### config.mk
export PLATFORM = sky130hd
export DESIGN_NAME = gfct_ram
export DESIGN_NICKNAME = d
export VERILOG_FILES = /design/src/sv/gfct_ram.sv
export SDC_FILE = /design/constraint.sdc
export NUM_CORES = 1
export LEC_CHECK = 0
export BUFFER_PORTS_ARGS = -buffer_cell sky130_fd_sc_hd__buf_2
export CELL_PAD_IN_SITES_DETAIL_PLACEMENT = 1
export CELL_PAD_IN_SITES_GLOBAL_PLACEMENT = 2
export CORE_MARGIN = 1.5
export CORE_UTILIZATION = 41
export DETAILED_ROUTE_END_ITERATION = 6
export HOLD_SLACK_MARGIN = 0.12
export PLACE_DENSITY = 0.66
export SLEW_MARGIN = 10
export SYNTH_ARGS = -nofsm -noshare
export SYNTH_HDL_FRONTEND = slang
export SYNTH_SLANG_ARGS = --single-unit
### constraint.sdc
create_clock -name clk -period 2.2 [get_ports clk]
set_input_delay 0.22 -clock clk [delete_from_list [all_inputs] [get_ports clk]]
set_output_delay 0.22 -clock clk [all_outputs]
set_load 0.05 [all_outputs]
### src/sv/gfct_ram.sv
`default_nettype none
module gfct_ram #(
  parameter int WIDTH = 8,
  parameter int DEPTH = 16
) (
  input  wire                                  clk,
  input  wire                                  we,
  input  wire  [(DEPTH > 1 ? $clog2(DEPTH) : 1)-1:0] waddr,
  input  wire  [WIDTH-1:0]                     wdata,
  input  wire                                  re,
  input  wire  [(DEPTH > 1 ? $clog2(DEPTH) : 1)-1:0] raddr,
  output logic [WIDTH-1:0]                     rdata
);

  logic [WIDTH-1:0] mem [DEPTH];

  always_ff @(posedge clk) begin
    if (we) begin
      mem[waddr] <= wdata;
    end
    if (re) begin
      rdata <= mem[raddr];
    end
  end

endmodule
`default_nettype wire

==> reports/results.md <==
| Group | Item | Reported |
|---|---|---|
| sta | Period utilization | 71.9% |
| sta | Fmax | 632 MHz |
| route | 1st-iter DRT viols | 153 |
| clock network | Number of instances resized during post-cts repair | 0 |
| grt | First-pass GRT wire length | 15.8 mm |
| clock network | Hold-fix buffers at CTS | 0 |
| sta | Unrepaired setup endpoints after global routing | false |
| setup path | Critical Path Fanout Max | 1 |
| synthesis | Distinct cell type count of the synthesized netlist | 18 |
| clock network | H-tree level count | 4 |
| grt | Initial antenna violation count | 0 |
| placed design | Input/output buffers | 26 |
| setup path | R2R setup slack | 0.62 ns |
| worst hold path | Worst hold path cell count | 1 |
| synthesis | Fraction of post-synthesis cell area in the top cell type by area | 78.1% |
| setup path | End of the worst register-to-register path | rdata[1] |
| clock network | Number of buffers inserted by post-CTS setup repair | 0 |
| clock network | Source-to-sink clock delay at the later pin of the worst-skew pair | 0.41 ns |
| setup path | Setup crit end kind | register |
| grt | Global-route track usage on met1 | 22.2% |
| sta | Worst Tran Pin Value | 0.412 ns |
| worst hold path | Worst Hold End | rdata[3] |
| power and ir drop | Highest ir drop seen on vdd | 0.000617 V |
| setup path | Cells along the critical path | mux4_1 -> a22oi_1 -> nand2_1 |
| finish | Total inserted antenna cells | 0 |
| synthesis | Sequential area share after synthesis | 78.1% |
| placed design | Worst slack, placed | 0.279 ns |
| die | Initial cell density of the core | 41.8% |
| synthesis | Post-synthesis sequential element count | 136 |
| route | Routed len/inst | 22.7 µm |
| synthesis | Cell accounting for the most synthesized area | edfxtp_1 |
| finish | Layout cell share with drive strength beyond 1 | 31.0% |
| placed design | Routability-driven placement congestion ratio | 0.708 |
| grt | Overall track demand over capacity in global routing | 17.5% |
| grt | Global route hottest layer | met2 |
| power and ir drop | Static leakage | 2.14 nW |
| sta | Layout Skew | 0.00985 ns |
| grt | Largest net degree at the start of global routing | 18 |
| die | Die W | 116 µm |
| placed design | DP Wirelength | 6.84 mm |
| sta | Final setup viols | 0 |
| route | Antenna violation net count after detailed routing | 0 |
| clock network | Library cell used as clock root buffer | clkbuf_16 |
| worst hold path | Hold path startpoint | re |
| clock network | Clock sink count | 136 |
| setup path | Slowest cell delay on critical path | 0.58 ns |
| worst hold path | Min-Delay Path Class | input pin to register |
| sta | Final WS setup | 0.618 ns |
| setup path | Element type at the critical path start | register |
| die | IO Count | 27 |
| sta | Final worst path period need | 1.58 ns |
| die | Core Footprint | 12500 µm² |
| die | Die H | 116 µm |
| route | Routed wire length | 10.7 mm |
| setup path | Worst setup path class | register to register |
| sta | Setup total negative slack | 0 ns |
| die | Die Footprint | 13400 µm² |
| clock network | CTS clock-pin slew for the worst setup and hold paths | 0.05 ns |
| run status | Run status | completed |
| sta | Slew Viols, Final | 0 |
| synthesis | Synth Area per Inst | 22.8 µm² |
| synthesis | Synth top area cells | edfxtp_1 (78%), mux4_2 (7.8%), mux4_1 (7.0%), a22oi_1 (2.3%), nor2_1 (0.93%) |
| sta | Number of hold violations in the final report | 0 |
| route | Number of detailed-routing iterations run before antenna repair | 4 |
| grt | Remaining global-route overflow | 0 |
| finish | Final #Nets | 305 |
| synthesis | Summed instance area of the synthesized netlist | 5230 µm² |
| sta | WHS | 0.185 ns |
| setup path | Critical Path Slowest Stage Cell | mux4_1 |
| synthesis | Syn Inst Count | 229 |
| grt | Global-route track usage on met3 | 4.92% |
| finish | Growth of design area from synthesis to finish | 20.5% |
| clock network | Clock tree from TritonCTS | yes |
| synthesis | Number of warnings issued by yosys | 0 |
| setup path | Start of the worst register-to-register path | mem[5][1] |
| setup path | Arrival time reported for the critical path endpoint | 1.73 ns |
| grt | Number of global-route vias before repair | 2648 |
| synthesis | Total nets after synthesis | 248 |
| clock network | Total clock buffers created by CTS | 17 |
| setup path | Reg2Reg Depth | 3 |
| setup path | Data required time at the worst endpoint | 2.35 ns |
| clock network | CTS Buffer Depth | 2 |
| flow run | Count of maximum capacitance violations | 0 |
| sta | Rel. slew slack | 72.5% |
| route | Vias per Instance | 5.29 |
| grt | Met2 Usage GRT | 28.7% |
| route | DRC violation count after routing | 0 |
| die | Placement row count | 41 |
| route | Total number of vias | 2483 |
| power and ir drop | Power per unit of standard cell area | 1000 nW/µm² |
==> critical path: cells and delay by family, from the launching register on <==
kind            cells  cell delay, ns
mux                 1            0.58
compound gates      1            0.28
flops               1            0.37
simple gates        1            0.09
==> cell usage after synthesis <==
| cell type | instances |
|---|---|
| edfxtp_1 | 136 |
| nor2_1 | 13 |
| buf_6 | 3 |
| a22oi_1 | 16 |
| nand3_1 | 1 |
| or3b_2 | 1 |
| buf_2 | 3 |
| nand3b_1 | 2 |
| buf_4 | 1 |
| mux4_1 | 14 |
| and2b_1 | 1 |
| nand2b_1 | 2 |
| mux4_2 | 18 |
| nor2b_1 | 1 |
| clkdlybuf4s25_2 | 3 |
| nor3_1 | 4 |
| and2_1 | 1 |
| nand2_1 | 9 |
==> routing by layer <==
layer / vias up / share of wire, %
met5: - / 0
met4: 0 / 1.6
met3: 11 / 4.5
met2: 74 / 50
met1: 1305 / 43
li1: 1093 / -
==> per-stage QoR <==
stage	instances	util [%]	area, µm²	total power (W)
after floorplan	229	-	5230	0.00318
after global placement	439	45.3	5660	0.00330
after detailed placement	439	45.3	5660	0.00331
after CTS	469	50.3	6300	0.00636
after global routing	469	50.3	6300	0.00648
final	469	50.3	6300	0.00630
==> state kept, by name, indices dropped and copies added, names as in the netlist <==
name   flops
rdata      8
mem      128
==> worst max path at each step <==
| stage | start | end | slack, ns | depth (start not counted) |
|---|---|---|---|---|
| after floorplan | waddr[2] | mem[0][0] | 0.49 | 2 |
| after global placement | raddr[0] | rdata[1] | 0.29 | 5 |
| after detailed placement | raddr[0] | rdata[1] | 0.28 | 5 |
| after CTS | mem[5][1] | rdata[1] | 0.60 | 3 |
| after global routing | mem[5][1] | rdata[1] | 0.57 | 3 |
| final | mem[5][1] | rdata[1] | 0.62 | 3 |
==> final cells by class <==
| cell class | count | area [µm²] |
|---|---|---|
| fill | 1164 | 6220 |
| sequential | 136 | 4080 |
| multi-input combinational | 83 | 1060 |
| clock buffer | 17 | 425 |
| timing repair buffer | 48 | 308 |
| tap | 172 | 215 |
| clock inverter | 13 | 209 |
==> cells by family after synthesis <==
kind of cell | count (synthesis) | share of synthesized area, %
compound gates | 16 | 2.30
buf+inv | 10 | 1.65
flops | 136 | 78.1
mux | 32 | 14.8
simple gates | 35 | 3.14
==> cell usage in the layout, fill, tap and decap left out, drive strengths merged, types with 2 or more instances in the layout <==
cell type  instances
a22oi             16
buf               48
bufinv             6
clkbuf            17
clkinv             7
edfxtp           136
mux4              32
nand2              9
nand2b             2
nand3b             2
nor2              13
nor3               4
==> where the power goes <==
group	internal, W	total (W)	switching [W]
registers	0.00292	0.00294	0.0000162
clock network	0.00209	0.00305	0.000967
logic	0.000115	0.000313	0.000197
No activity file was read; power rests on OpenSTA's default activity.
