<file path="config.mk">
export PLATFORM = sky130hd
export DESIGN_NAME = gfct_hash
export DESIGN_NICKNAME = d
export VERILOG_FILES = /design/src/sv/gfct_pkg.sv /design/src/sv/gfct_hash.sv
export SDC_FILE = /design/constraint.sdc
export NUM_CORES = 1
export LEC_CHECK = 0
export ABC_AREA = 0
export BUFFER_PORTS_ARGS = -buffer_cell sky130_fd_sc_hd__buf_2
export CAP_MARGIN = 20
export CELL_PAD_IN_SITES_DETAIL_PLACEMENT = 1
export CELL_PAD_IN_SITES_GLOBAL_PLACEMENT = 1
export CORE_ASPECT_RATIO = 1.5
export CORE_MARGIN = 3
export CORE_UTILIZATION = 47
export CTS_CLUSTER_SIZE = 25
export DETAILED_ROUTE_END_ITERATION = 7
export PLACE_DENSITY_LB_ADDON = 0.1
export SYNTH_ARGS = -nofsm -noshare
export SYNTH_HDL_FRONTEND = slang
export SYNTH_SLANG_ARGS = --single-unit
</file>
<file path="constraint.sdc">
create_clock -name clk -period 10 [get_ports clk]
set_clock_uncertainty 0.15 [all_clocks]
set_input_delay 0.5 -clock clk [delete_from_list [all_inputs] [get_ports clk]]
set_output_delay 0.5 -clock clk [all_outputs]
set_load 0.02 [all_outputs]
</file>
<file path="src/sv/gfct_pkg.sv">
`default_nettype none
package gfct_pkg;

  localparam int LABEL_W = 32;
  localparam int COUNT_W = 8;
  localparam int RND_W   = 31;
  localparam int LOC_W   = 10;
  localparam int SLOT_DW = LABEL_W + COUNT_W;

  // Input kinds.
  localparam logic [1:0] KIND_UPDATE = 2'd0;
  localparam logic [1:0] KIND_EXISTS = 2'd1;
  localparam logic [1:0] KIND_READ   = 2'd2;
  localparam logic [1:0] KIND_NOP    = 2'd3;

  // Result actions.
  localparam logic [1:0] ACT_UPDATE = 2'd0;
  localparam logic [1:0] ACT_CLEAR  = 2'd1;
  localparam logic [1:0] ACT_EXISTS = 2'd2;
  localparam logic [1:0] ACT_SLOT   = 2'd3;

  // Hash constants.
  localparam logic [31:0] HASH_SEED = 32'd10;
  localparam logic [31:0] HASH_C1   = 32'hcc9e2d51;
  localparam logic [31:0] HASH_C2   = 32'h1b873593;
  localparam logic [31:0] HASH_M5   = 32'd5;
  localparam logic [31:0] HASH_ADD  = 32'he6546b64;
  localparam logic [31:0] HASH_LEN  = 32'd4;
  localparam logic [31:0] HASH_F1   = 32'h85ebca6b;
  localparam logic [31:0] HASH_F2   = 32'hc2b2ae35;

  typedef logic [255:0][31:0] decay_rom_t;

  // floor(1.08^n) built in 32.96 fixed point: v = trunc(v / 25) * 27.
  function automatic decay_rom_t decay_rom_build();
    decay_rom_t  rom;
    logic [127:0] acc;
    rom    = '0;
    acc    = 128'd1 << 96;
    rom[0] = 32'd1;
    for (int n = 1; n < 256; n++) begin
      acc    = acc / 128'd25;
      acc    = acc * 128'd27;
      rom[n] = (acc[127:96] != 32'd0) ? acc[127:96] : 32'd1;
    end
    return rom;
  endfunction

  localparam decay_rom_t DECAY_ROM = decay_rom_build();

endpackage
`default_nettype wire

</file>
<file path="src/sv/gfct_hash.sv">
`default_nettype none
module gfct_hash
  import gfct_pkg::*;
(
  input  wire         clk,
  input  wire         rst,
  input  wire         start,
  input  wire  [31:0] key,
  output logic        done,
  output logic [31:0] hash
);

  // One 32-bit register and one constant multiplier, stepped through the
  // MurmurHash3 word mix and finalizer.
  localparam logic [3:0] LAST_STEP = 4'd10;

  logic        active;
  logic [3:0]  step;
  logic [31:0] x;
  logic [31:0] x_next;
  logic [31:0] mul_k;
  logic [31:0] prod;
  logic [31:0] sum;

  assign hash = x;

  always_comb begin
    case (step)
      4'd0:    mul_k = HASH_C1;
      4'd2:    mul_k = HASH_C2;
      4'd4:    mul_k = HASH_M5;
      4'd7:    mul_k = HASH_F1;
      4'd9:    mul_k = HASH_F2;
      default: mul_k = HASH_C1;
    endcase
    prod = x * mul_k;
    sum  = x + HASH_ADD;
    case (step)
      4'd0, 4'd2, 4'd4, 4'd7, 4'd9: x_next = prod;
      4'd1:    x_next = {x[16:0], x[31:17]};
      4'd3:    x_next = {x[18:0] ^ HASH_SEED[18:0], x[31:19] ^ HASH_SEED[31:19]};
      4'd5:    x_next = sum ^ HASH_LEN;
      4'd6:    x_next = x ^ (x >> 16);
      4'd8:    x_next = x ^ (x >> 13);
      4'd10:   x_next = x ^ (x >> 16);
      default: x_next = x;
    endcase
  end

  always_ff @(posedge clk) begin
    if (rst) begin
      active <= 1'b0;
      done   <= 1'b0;
      step   <= '0;
    end else begin
      done <= 1'b0;
      if (start) begin
        active <= 1'b1;
        step   <= '0;
      end else if (active) begin
        step <= step + 4'd1;
        if (step == LAST_STEP) begin
          active <= 1'b0;
          done   <= 1'b1;
        end
      end
    end
  end

  always_ff @(posedge clk) begin
    if (start) begin
      x <= key;
    end else if (active) begin
      x <= x_next;
    end
  end

endmodule
`default_nettype wire

</file>
==> results.yml <==
run_status:
  status: "finished clean"
route:
  post-route-drc-count: 0
  ant_nets: 0
  dr.pass1.iters: 5
  drt_iter0_markers: 1213
  wl_per_cell_um: 29.9
  num_vias: 14800
  vias_per_cell: 5.92
  wl_um: 74400
timing:
  slew_headroom_pct: 29.5
  period_needed_ps: 9650
  setup_viol: 0
  finalSetupTns_ps: 0
  fmax_mhz: 104
  worst_pin_slew_ps: 1050
  finalCritPeriodShare_pct: 96.5
  hold_violations: 0
  maxSlewViolCount: 0
  rsz0062_at_grt: "no"
setup_path:
  r2r-start: "step[0]"
  worst_path_largest_cell_delay_ps: 830
  crit_family: "adder cells"
  crit_type: "register to register"
  ff2ff_path_depth: 29
  crit_start: "step[0]"
  arrival_ps: 9560
  end_kind: "register"
  crit_buf_inv: 5
  path_common_cell: "fa_1"
  cp-start-kind: "register"
  reg2reg_slack_ps: 350
  crit_slowest_cell: "a21o_1"
  crit_path_max_fanout: 19
  r2r_end: "hash[31]"
  crit_required_ps: 9910
clock_network:
  cts_tree: "done"
  root_buffer: "clkbuf_16"
  postCtsSetupBuffers: 0
  htreeDepth: 2
  cts.sinks: 38
  clkLatencyLatePin_ps: 300
  clk_path_buf_depth: 2
  cts_resized: 0
  ctsHoldBuffers: 0
  clk_pin_slew_ps: 70
  cts-buffers-inserted: 5
global_routing:
  gr-usage-met2_pct: 63.5
  grt_max_degree: 41
  gr-usage-all-layers_pct: 38.2
  grt_pass1_vias: 16500
  antenna_found_initial: 4
  top_usage_layer: "met2"
  grt_pass1_wl_um: 110000
  use_met1_pct: 43.9
  grt_overflow: 0
  met3_usage_pct: 6.20
logic_synthesis:
  synth_top_area_share_pct: 44.4
  yosysWarnings: 0
  async_reset_ff_share_pct: 0
  ys_top_cells_by_area: "fa_1 (44%), inv_1 (10%), ha_1 (9.5%)"
  ys_ff_latch: 38
  synth_most_common_cell: "inv_1"
  synth_area_leader_cell: "fa_1"
  synthFlopType: "edfxtp_1"
  synth_cell_types: 69
  synth_edf_count: 32
  ys_seq_area_share_pct: 6.02
  syn_area_sq_um: 17900
  syn_inst: 1988
  syn-num-nets: 2557
  synthTopCellsByCount: "inv_1 (501), fa_1 (398), nand2_1 (214), ha_1 (136), clkbuf_1 (100)"
  synth_area_per_cell_sq_um: 9.03
floorplan:
  io_pins: 68
  dieWidth_um: 166
  die_h_um: 245
  core-area_sq_um: 37700
  start_util_pct: 47.7
  die_area_sq_um: 40600
  rows: 87
worst_hold_path:
  min_path_type: "input port to register"
  min_to: "active"
  holdPathStages: 2
  hold_start: "rst"
job:
  maxCapViolCount: 0
finish:
  final_cells: 2493
  fillers: 4486
  area_growth_pct: 6.38
  regArea_sq_um: 1080
  fin_area_sq_um: 19100
  drive_above_1_share_pct: 7.39
  multiInputGateArea_sq_um: 14600
  finalNetCount: 2571
place:
  dp_hpwl_um: 63100
  gp_congestion: 1.04
  dp_cells: 2484
  portBuffers: 67
  placed_area_sq_um: 18900
[cells in the final DEF (no fill, tap or decap), types with 6 or more instances in the layout]
cell type  instances
o22ai_1           11
nand3_1           15
inv_1            501
o221ai_1          12
a21oi_1           53
nor2_1            53
o21bai_1           7
a21o_1            14
o211ai_1           7
nand2b_1          18
ha_1             136
edfxtp_1          32
dfxtp_1            6
buf_2             67
fa_1             398
and2_1            83
nand2_1          213
a22oi_1           13
buf_4             52
xnor2_1           70
a221oi_1          23
o21a_1            15
o21ai_0           54
a2bb2oi_1          6
a221o_1           11
xor2_1            31
[layout make-up]
type                       instances  share of cell area [%]
antenna                            1                  0.0131
timing repair buffer             120                    3.91
sequential                        38                    5.66
inverter                         501                    9.85
clock buffer                       5                   0.655
multi-input combinational       1336                    76.3
clock inverter                     3                   0.360
tap                              489                    3.20
[worst register-to-register path: cells and delay by family (launching register included)]
kind            cells  cell delay [ps]
fa+ha+maj          10             4350
xor+xnor            1              170
flops               1              430
compound gates      7             2440
simple gates        6             1010
buf+inv             5              840
[through the flow]
stage / hold slack [ps] / util, % / setup WS (ps)
3_5_place_dp: 424 / 50.2 / 287
6_report: 214 / 50.7 / 352
3_3_place_gp: 404 / 50.2 / 470
2_1_floorplan: 383 / - / 1500
4_1_cts: 208 / 50.7 / 265
5_1_grt: 220 / 50.7 / 76.4
[state kept, by name (all words and copies together), names as in the netlist]
register / flops
active: 1
hash: 32
step: 4
done: 1
[cell families after synthesis]
kind of cell               after synthesis  share of synthesized area [%]
buffers and inverters                  614                           12.9
adders and majority gates              534                           53.9
and+or+nand+nor                        416                           10.8
muxes                                    2                          0.112
AOI/OAI and AO/OA                      280                           11.0
DFF                                     38                           6.02
xor gates and xnor gates               104                           5.27
[worst max-delay path by stage]
stage	endpoint	slack [ps]	depth (start not counted)
3_5_place_dp	hash[31]	290	29
5_1_grt	hash[31]	80	29
4_1_cts	hash[31]	260	29
2_1_floorplan	hash[31]	1500	32
6_report	hash[31]	350	29
3_3_place_gp	hash[31]	470	29
[metal layers]
metal / up-vias / share of wire [%] / routed length (um)
met5: - / 0.035 / 26
met4: 4 / 10 / 7440
met3: 291 / 6.3 / 4680
met2: 701 / 49 / 36300
met1: 7664 / 35 / 26000
li1: 6110 / - / -
Power is left out: the tool's default activity adds up to more than one toggle a clock period on the data nets, which glitch-free logic cannot reach.
