==> config.mk <==
export PLATFORM = sky130hd
export DESIGN_NAME = gfct_mod
export DESIGN_NICKNAME = d
export VERILOG_FILES = /design/src/sv/gfct_mod.sv
export SDC_FILE = /design/constraint.sdc
export NUM_CORES = 1
export LEC_CHECK = 0
export ABC_AREA = 0
export BUFFER_PORTS_ARGS = -buffer_cell sky130_fd_sc_hd__buf_2
export CORE_MARGIN = 3
export CORE_UTILIZATION = 45
export CTS_BUF_LIST = sky130_fd_sc_hd__clkbuf_2 sky130_fd_sc_hd__clkbuf_4 sky130_fd_sc_hd__clkbuf_8
export DETAILED_ROUTE_END_ITERATION = 8
export PLACE_DENSITY_LB_ADDON = 0.3
export SETUP_SLACK_MARGIN = 0.02
export SYNTH_ARGS = -nofsm -noshare
export SYNTH_HDL_FRONTEND = slang
export SYNTH_SLANG_ARGS = --single-unit
==> constraint.sdc <==
create_clock -name clk -period 8.7 [get_ports clk]
set_input_delay 1.305 -clock clk [delete_from_list [all_inputs] [get_ports clk]]
set_output_delay 1.305 -clock clk [all_outputs]
set_load 0.02 [all_outputs]
==> src/sv/gfct_mod.sv <==
`default_nettype none
module gfct_mod (
  input  wire         clk,
  input  wire         rst,
  input  wire         start,
  input  wire  [31:0] dividend,
  input  wire  [31:0] divisor,
  output logic        done,
  output logic [31:0] rem
);

  // Restoring remainder, one dividend bit per cycle.
  logic        active;
  logic [4:0]  cnt;
  logic [31:0] dvd;
  logic [31:0] dsr;
  logic [32:0] trial;

  assign trial = {rem, dvd[31]};

  always_ff @(posedge clk) begin
    if (rst) begin
      active <= 1'b0;
      done   <= 1'b0;
      cnt    <= '0;
    end else begin
      done <= 1'b0;
      if (start) begin
        active <= 1'b1;
        cnt    <= '0;
      end else if (active) begin
        cnt <= cnt + 5'd1;
        if (cnt == 5'd31) begin
          active <= 1'b0;
          done   <= 1'b1;
        end
      end
    end
  end

  always_ff @(posedge clk) begin
    if (start) begin
      rem <= '0;
      dvd <= dividend;
      dsr <= divisor;
    end else if (active) begin
      dvd <= {dvd[30:0], 1'b0};
      if (trial >= {1'b0, dsr}) begin
        rem <= 32'(trial - {1'b0, dsr});
      end else begin
        rem <= trial[31:0];
      end
    end
  end

endmodule
`default_nettype wire

==> metrics.txt, run 1 <==
# TYPE chip_impl_metric gauge
chip_impl_info{name="result_of_the_run",value="completed"} 1
chip_impl_metric{name="post_synth_num_cell_types",unit=""} 64
chip_impl_metric{name="reg2regPathDepth",unit=""} 11
chip_impl_metric{name="max_clock_freq",unit="MHz"} 295.0
chip_impl_metric{name="yosys_warnings",unit=""} 0
chip_impl_metric{name="antenna_left",unit=""} 0
chip_impl_metric{name="power_density",unit="mW/mm^2"} 182.5
chip_impl_metric{name="path_clk_slew",unit="ns"} 0.11
chip_impl_metric{name="drive_gt1_share",unit="%"} 26.11
chip_impl_metric{name="post_dr_vias_cell",unit=""} 5.392
chip_impl_metric{name="dieWidth",unit="um"} 121.0
chip_impl_info{name="crit_chain",value="inv_1 > ha_1 > a21oi_1 > nand2_1 > a311oi_2 > a31oi_4 > a31o_4 > a21oi_4 > buf_4 > mux2i_1 > a211oi_1"} 1
chip_impl_metric{name="synth.avg_cell_area",unit="sq um"} 10.63
chip_impl_metric{name="final.hold.worst_slack",unit="ns"} 0.5168
chip_impl_metric{name="worstPathRequired",unit="ns"} 9.00
chip_impl_metric{name="cts_made_buffers",unit=""} 9
chip_impl_info{name="layout_commonest_cell",value="sky130_fd_sc_hd__buf_2"} 1
chip_impl_metric{name="drc_errors",unit=""} 0
chip_impl_metric{name="chipHeight",unit="um"} 121.0
chip_impl_metric{name="floorplan.rows",unit=""} 41
chip_impl_metric{name="wl_per_cell",unit="um"} 15.80
chip_impl_info{name="cp_top_family",value="compound AO/OA/AOI/OAI gates"} 1
chip_impl_metric{name="worst-slew-pin-transition",unit="ns"} 1.207
chip_impl_info{name="hp-class",value="register to register"} 1
chip_impl_metric{name="drv.max_cap_violation_count",unit=""} 0
chip_impl_metric{name="io-pin-count",unit=""} 100
chip_impl_metric{name="synth_edf_count",unit=""} 64
chip_impl_metric{name="p_leak",unit="uW"} 0.003088
chip_impl_metric{name="detailroute.via_count",unit=""} 4438
chip_impl_info{name="most_used_dff_post_synth",value="sky130_fd_sc_hd__edfxtp_1"} 1
chip_impl_metric{name="clock_insertion_delay_worst_skew",unit="ns"} 0.40
chip_impl_info{name="worst-setup-path-type",value="register to register"} 1
chip_impl_info{name="r2r-end",value="rem[13]"} 1
chip_impl_metric{name="areaGrowthSynthToFinish",unit="%"} 13.41
chip_impl_info{name="unrepaired_setup_endpoints_after_global_routing",value="no"} 1
chip_impl_metric{name="largest_net_degree_at_the_start_of_global_routing",unit=""} 65
chip_impl_metric{name="finalWorstSetupSlack",unit="ns"} 5.310
chip_impl_metric{name="synth.ff_latch_count",unit=""} 103
chip_impl_metric{name="design.final.nets",unit=""} 748
chip_impl_metric{name="post_cts_hold_buffer_count",unit=""} 0
chip_impl_info{name="clock-root-buffer",value="sky130_fd_sc_hd__clkbuf_8"} 1
chip_impl_metric{name="routabilityCongestion",unit=""} 0.8822
chip_impl_info{name="start_kind",value="register"} 1
chip_impl_metric{name="fin_skew",unit="ns"} 0.01737
chip_impl_metric{name="placeableCoreArea",unit="sq mm"} 0.01277
chip_impl_info{name="endpoint_kind",value="register"} 1
chip_impl_metric{name="syn_inst",unit=""} 560
chip_impl_metric{name="synth_nets",unit=""} 662
chip_impl_metric{name="cp_data_arrival_time",unit="ns"} 3.70
chip_impl_metric{name="initial_cell_density_of_the_core",unit="%"} 46.62
chip_impl_metric{name="layout_min_cycle_time",unit="ns"} 3.390
chip_impl_metric{name="worstPathBufferInverterCount",unit=""} 2
chip_impl_metric{name="globalRouteTotalUtil",unit="%"} 18.41
chip_impl_metric{name="design_power_total",unit="uW"} 1233
chip_impl_metric{name="postCtsSetupRepairBufs",unit=""} 0
chip_impl_metric{name="postCtsResizedCells",unit=""} 0
chip_impl_metric{name="floorplan.die_area",unit="sq mm"} 0.01465
chip_impl_metric{name="place_ws",unit="ns"} 5.303
chip_impl_metric{name="drt_first_pass_iters",unit=""} 5
chip_impl_info{name="tritoncts",value="done"} 1
chip_impl_metric{name="timing.critical_path.fanout_max",unit=""} 22
chip_impl_metric{name="antenna_cells_inserted",unit=""} 0
chip_impl_info{name="min_delay_worst_endpoint",value="cnt[4]"} 1
chip_impl_metric{name="grt-ovfl-total",unit=""} 0
chip_impl_metric{name="number_of_setup_violations_in_the_final_report",unit=""} 0
chip_impl_metric{name="grt_pass1_vias",unit=""} 4466
chip_impl_metric{name="dr.first_iter.drc_count",unit=""} 255
chip_impl_metric{name="min_period_over_period",unit="%"} 38.97
chip_impl_metric{name="wire_length_reported_by_the_detailed_router",unit="mm"} 13.00
chip_impl_metric{name="dpl.hpwl",unit="mm"} 9.451
chip_impl_metric{name="ir_worst_vdd",unit="uV"} 88.43
chip_impl_metric{name="clock_tree.buffer_depth",unit=""} 2
chip_impl_metric{name="regToRegSetupSlack",unit="ns"} 5.31
chip_impl_info{name="critical_hold_path_startpoint",value="cnt[4]"} 1
chip_impl_info{name="ff_to_ff_start",value="dsr[9]"} 1
chip_impl_metric{name="grt_first_pass_wirelength",unit="mm"} 21.60
chip_impl_metric{name="final.setup.tns",unit="ns"} 0
chip_impl_metric{name="cts.sinks",unit=""} 103
chip_impl_metric{name="drv_slew",unit=""} 0
chip_impl_metric{name="worstHoldPathCells",unit=""} 2
chip_impl_metric{name="hold_violations",unit=""} 0
chip_impl_metric{name="placement.io_buffers",unit=""} 99
chip_impl_metric{name="antenna_found_initial",unit=""} 0
chip_impl_metric{name="synth.cell_area",unit="sq mm"} 0.005954
chip_impl_metric{name="synth_async_sr_flop_share",unit="%"} 0
chip_impl_metric{name="htreeDepth",unit=""} 3
chip_impl_metric{name="critPathMaxStageDelay",unit="ns"} 0.50
chip_impl_info{name="mostFrequentLayoutCells",value="sky130_fd_sc_hd__buf_2, sky130_fd_sc_hd__edfxtp_1, sky130_fd_sc_hd__nor2_1"} 1
chip_impl_metric{name="maxSlewHeadroom",unit="%"} 19.44
chip_impl_info{name="cp_slowest_cell",value="sky130_fd_sc_hd__a21oi_4"} 1
chip_impl_metric{name="synth-seq-area-share",unit="%"} 45.39
-- area by class of cell --
class                      count  area [sq um]
multi-input combinational    385          2952
sequential                   103          2704
inverter                      45         168.9
clock inverter                 6         61.31
timing repair buffer         102         520.5
fill                        1165          6021
clock buffer                  10         131.4
tap                          172         215.2
-- layer usage --
metal  global-route usage, %  routed length [um]  up-vias
met4                   6.232                 238        0
met1                   23.66                5766     2121
met2                   29.98                6393       86
met3                   5.035                 604       21
li1                        -                   -     2210
met5                       0                   0        -
-- cell usage after synthesis, types with 14 or more instances --
master | instances | area [sq um]
sky130_fd_sc_hd__inv_1 | 45 | 168.9
sky130_fd_sc_hd__a211oi_1 | 26 | 195.2
sky130_fd_sc_hd__xor2_1 | 15 | 131.4
sky130_fd_sc_hd__mux2_2 | 32 | 360.4
sky130_fd_sc_hd__clkbuf_1 | 14 | 52.55
sky130_fd_sc_hd__nor2_1 | 48 | 180.2
sky130_fd_sc_hd__nand2_1 | 31 | 116.4
sky130_fd_sc_hd__edfxtp_1 | 64 | 1922
sky130_fd_sc_hd__a21oi_1 | 28 | 140.1
sky130_fd_sc_hd__mux2i_1 | 24 | 240.2
sky130_fd_sc_hd__xnor2_1 | 14 | 122.6
sky130_fd_sc_hd__ha_1 | 34 | 425.4
sky130_fd_sc_hd__dfxtp_1 | 39 | 780.8
sky130_fd_sc_hd__a21o_1 | 20 | 150.1
-- worst max path at each step --
stage	cells past startpoint	from	to
2_1_floorplan	13	dvd[31]	rem[28]
4_1_cts	11	rem[2]	rem[13]
3_5_place_dp	11	rem[2]	rem[13]
6_report	11	dsr[9]	rem[13]
5_1_grt	11	dsr[9]	rem[10]
3_3_place_gp	11	dsr[9]	rem[26]
-- worst min-delay path, delay by kind of cell (launching register included) --
kind | cells | cell delay (ns)
multiplexers | 1 | 0.07
flip-flops | 1 | 0.35
AND/OR/NAND/NOR | 1 | 0.07
-- kinds of logic (layout without fill, tap and decap cells) --
family	count (synthesis)	in the layout	synth area share, %
simple gates	130	130	10.36
mux	56	56	10.09
compound gates	135	135	17.25
buf+inv	72	163	5.169
fa+ha+maj	35	35	7.481
xor+xnor	29	29	4.266
flops	103	103	45.39
-- state kept, by name, summed over array words and instances, names as in the netlist --
name    cells
dsr        32
active      1
rem        32
cnt         5
dvd        32
done        1
-- report_power, final --
part	total [uW]	switching, uW	internal [uW]
sequential	590	24.2	566
combinational	340	195	145
clock	302	187	115
total	1230	407	826
-- stage by stage --
| stage | utilization [%] | instance area [sq um] | cells |
|---|---|---|---|
| floorplan | - | 5954 | 560 |
| global placement | 51.36 | 6560 | 807 |
| detailed placement | 51.36 | 6560 | 807 |
| CTS | 52.87 | 6753 | 823 |
| global route | 52.87 | 6753 | 823 |
| finish | 52.87 | 6753 | 823 |
Note: power is estimated with default switching activity, not from simulation.
==> run 2, diff against run 1 <==
==> constraint.sdc (replaced) <==
create_clock -name clk -period 3.5 [get_ports clk]
set_input_delay 0.525 -clock clk [delete_from_list [all_inputs] [get_ports clk]]
set_output_delay 0.525 -clock clk [all_outputs]
set_load 0.02 [all_outputs]
==> run 2 against run 1 <==
Effect of this change: maximum frequency grew 2.2%; critical path depth grew 2; sequential share of layout area shrank 0.41 points; first-iteration DRC count shrank 12%; cell area grew 1.0%; global-route usage shrank 0.35 points; sequential power grew 150%; wire length shrank 0.45%; worst hold slack lost 0.25 ns; cell count grew 0.73%; core utilization grew 0.55 points; clock power grew to 2.8 times the previous value.
==> metrics.txt, run 2 (synthesis gave the netlist of run 1 again) <==
# TYPE chip_impl_metric gauge
chip_impl_metric{name="ir_worst_vdd",unit="uV"} 288.5
chip_impl_metric{name="max_clock_freq",unit="MHz"} 301.5
chip_impl_metric{name="grt-ovfl-total",unit=""} 0
chip_impl_info{name="top_signal_layer_used",value="met4"} 1
chip_impl_metric{name="placement.io_buffers",unit=""} 99
chip_impl_metric{name="met1Wirelength",unit="mm"} 5.771
chip_impl_metric{name="grt_first_pass_wirelength",unit="mm"} 21.20
chip_impl_metric{name="critPathMaxStageDelay",unit="ns"} 0.42
chip_impl_metric{name="floorplan.rows",unit=""} 41
chip_impl_metric{name="detailroute.via_count",unit=""} 4427
chip_impl_metric{name="worstPathBufferInverterCount",unit=""} 2
chip_impl_info{name="mostFrequentLayoutCells",value="sky130_fd_sc_hd__buf_2, sky130_fd_sc_hd__edfxtp_1, sky130_fd_sc_hd__nor2_1"} 1
chip_impl_metric{name="clock_tree.buffer_depth",unit=""} 2
chip_impl_info{name="clock-root-buffer",value="sky130_fd_sc_hd__clkbuf_8"} 1
chip_impl_metric{name="initial_cell_density_of_the_core",unit="%"} 46.62
chip_impl_metric{name="grt_pass1_vias",unit=""} 4450
chip_impl_metric{name="p_leak",unit="uW"} 0.003131
chip_impl_metric{name="wire_length_reported_by_the_detailed_router",unit="mm"} 12.95
chip_impl_info{name="unrepaired_setup_endpoints_after_global_routing",value="no"} 1
chip_impl_metric{name="final_core_utilization",unit="%"} 53.41
chip_impl_metric{name="hold_violations",unit=""} 0
chip_impl_metric{name="io-pin-count",unit=""} 100
chip_impl_metric{name="fin_skew",unit="ns"} 0.02347
chip_impl_metric{name="antenna_left",unit=""} 0
chip_impl_metric{name="layout_min_cycle_time",unit="ns"} 3.317
chip_impl_info{name="result_of_the_run",value="completed"} 1
chip_impl_metric{name="post_dr_vias_cell",unit=""} 5.340
chip_impl_metric{name="drc_errors",unit=""} 0
chip_impl_info{name="cp_top_family",value="compound AO/OA/AOI/OAI gates"} 1
chip_impl_metric{name="clock_insertion_delay_worst_skew",unit="ns"} 0.40
chip_impl_metric{name="placeableCoreArea",unit="sq mm"} 0.01277
chip_impl_metric{name="postPlaceCellArea",unit="sq mm"} 0.006605
chip_impl_metric{name="met2RoutedLength",unit="mm"} 6.343
chip_impl_metric{name="post_cts_hold_buffer_count",unit=""} 0
chip_impl_metric{name="reg2regPathDepth",unit=""} 13
chip_impl_metric{name="antenna_cells_inserted",unit=""} 0
chip_impl_metric{name="dieWidth",unit="um"} 121.0
chip_impl_metric{name="antenna_found_initial",unit=""} 0
chip_impl_info{name="cp_slowest_cell",value="sky130_fd_sc_hd__fa_1"} 1
chip_impl_metric{name="drv_slew",unit=""} 0
chip_impl_metric{name="timing.critical_path.fanout_max",unit=""} 5
chip_impl_metric{name="postCtsSetupRepairBufs",unit=""} 0
chip_impl_info{name="largest_registers",value="dsr: 32 flops, dvd: 32 flops, rem: 32 flops"} 1
chip_impl_metric{name="placed_insts",unit=""} 813
chip_impl_metric{name="final.hold.worst_slack",unit="ns"} 0.2642
chip_impl_info{name="tritoncts",value="done"} 1
chip_impl_metric{name="dpl.hpwl",unit="mm"} 9.475
chip_impl_metric{name="drt_first_pass_iters",unit=""} 4
chip_impl_metric{name="largest_net_degree_at_the_start_of_global_routing",unit=""} 58
chip_impl_metric{name="worst-slew-pin-transition",unit="ns"} 0.5949
chip_impl_metric{name="drv.max_cap_violation_count",unit=""} 0
chip_impl_metric{name="floorplan.die_area",unit="sq mm"} 0.01465
chip_impl_info{name="worstSetupStartpoint",value="dvd[31]"} 1
chip_impl_metric{name="power_density",unit="mW/mm^2"} 462.0
chip_impl_metric{name="worstPathRequired",unit="ns"} 3.82
chip_impl_metric{name="post-route-cell-area",unit="sq mm"} 0.006823
chip_impl_info{name="path_common_cell",value="sky130_fd_sc_hd__inv_1"} 1
chip_impl_info{name="layout_commonest_cell",value="sky130_fd_sc_hd__buf_2"} 1
chip_impl_info{name="crit_chain",value="inv_1 > ha_1 > inv_1 > fa_1 > a211oi_1 > o21bai_1 > a21oi_1 > o41a_1 > a31o_4 > o31ai_1 > or4_1 > a31o_1 > a311oi_2"} 1
chip_impl_metric{name="number_of_setup_violations_in_the_final_report",unit=""} 0
chip_impl_metric{name="drive_gt1_share",unit="%"} 26.79
chip_impl_metric{name="cts.sinks",unit=""} 103
chip_impl_info{name="hp-class",value="input pin to register"} 1
chip_impl_metric{name="min_period_over_period",unit="%"} 94.77
chip_impl_metric{name="maxSlewHeadroom",unit="%"} 60.34
chip_impl_metric{name="post_layout_nonfiller_instances",unit=""} 829
chip_impl_metric{name="dr.first_iter.drc_count",unit=""} 225
chip_impl_info{name="cp-endpoint",value="rem[28]"} 1
chip_impl_metric{name="chipHeight",unit="um"} 121.0
chip_impl_info{name="ff_to_ff_start",value="dvd[31]"} 1
chip_impl_metric{name="crit_cells",unit=""} 13
chip_impl_metric{name="areaGrowthSynthToFinish",unit="%"} 14.58
chip_impl_metric{name="globalRouteTotalUtil",unit="%"} 18.06
chip_impl_metric{name="postCtsResizedCells",unit=""} 0
chip_impl_metric{name="design.final.nets",unit=""} 754
chip_impl_metric{name="htreeDepth",unit=""} 3
chip_impl_info{name="r2r-end",value="rem[28]"} 1
chip_impl_metric{name="cp_data_arrival_time",unit="ns"} 3.63
chip_impl_info{name="start_kind",value="register"} 1
chip_impl_metric{name="cts_made_buffers",unit=""} 9
chip_impl_metric{name="wl_per_cell",unit="um"} 15.62
chip_impl_info{name="endpoint_kind",value="register"} 1
chip_impl_metric{name="path_clk_slew",unit="ns"} 0.12
chip_impl_metric{name="final.setup.tns",unit="ns"} 0
chip_impl_info{name="worst-setup-path-type",value="register to register"} 1
chip_impl_metric{name="regToRegSetupSlack",unit="ns"} 0.18
chip_impl_metric{name="routabilityCongestion",unit=""} 0.8773
chip_impl_metric{name="met3RoutedLength",unit="um"} 561
==> run 2: worst min path at each step <==
stage / startpoint / to / slack [ns] / depth (start not counted)
6_report: rst / active / 0.26 / 2
5_1_grt: rst / active / 0.25 / 2
4_1_cts: rst / active / 0.25 / 2
3_5_place_dp: rem[20] / rem[20] / 0.52 / 2
3_3_place_gp: cnt[4] / cnt[4] / 0.48 / 2
2_1_floorplan: cnt[4] / cnt[4] / 0.47 / 2
==> run 2: final cells by class <==
cell class	count	area, sq um
fill	1151	5951
multi-input combinational	385	2952
sequential	103	2704
timing repair buffer	108	565.5
tap	172	215.2
inverter	45	168.9
clock buffer	10	131.4
clock inverter	6	86.33
==> run 2: per-stage QoR <==
step                      power (uW)  worst slack, ns
final                           3152           0.1831
after global routing            3328          0.03843
after CTS                       3185           0.1907
after floorplan                 2129           0.5403
after global placement          2327           0.3157
after detailed placement        2345           0.2277
==> run 2: routing by layer <==
layer	track usage (%)	up-vias
met1	22.93	2096
met2	30.01	84
met5	0	-
met3	4.755	19
li1	-	2228
met4	5.807	0
==> run 2: power by group <==
group	switching [uW]	internal, uW	leakage, uW
Sequential	60.8	1410	0.000956
Clock	471	360	0.000111
Combinational	483	372	0.00206
Total	1010	2140	0.00313
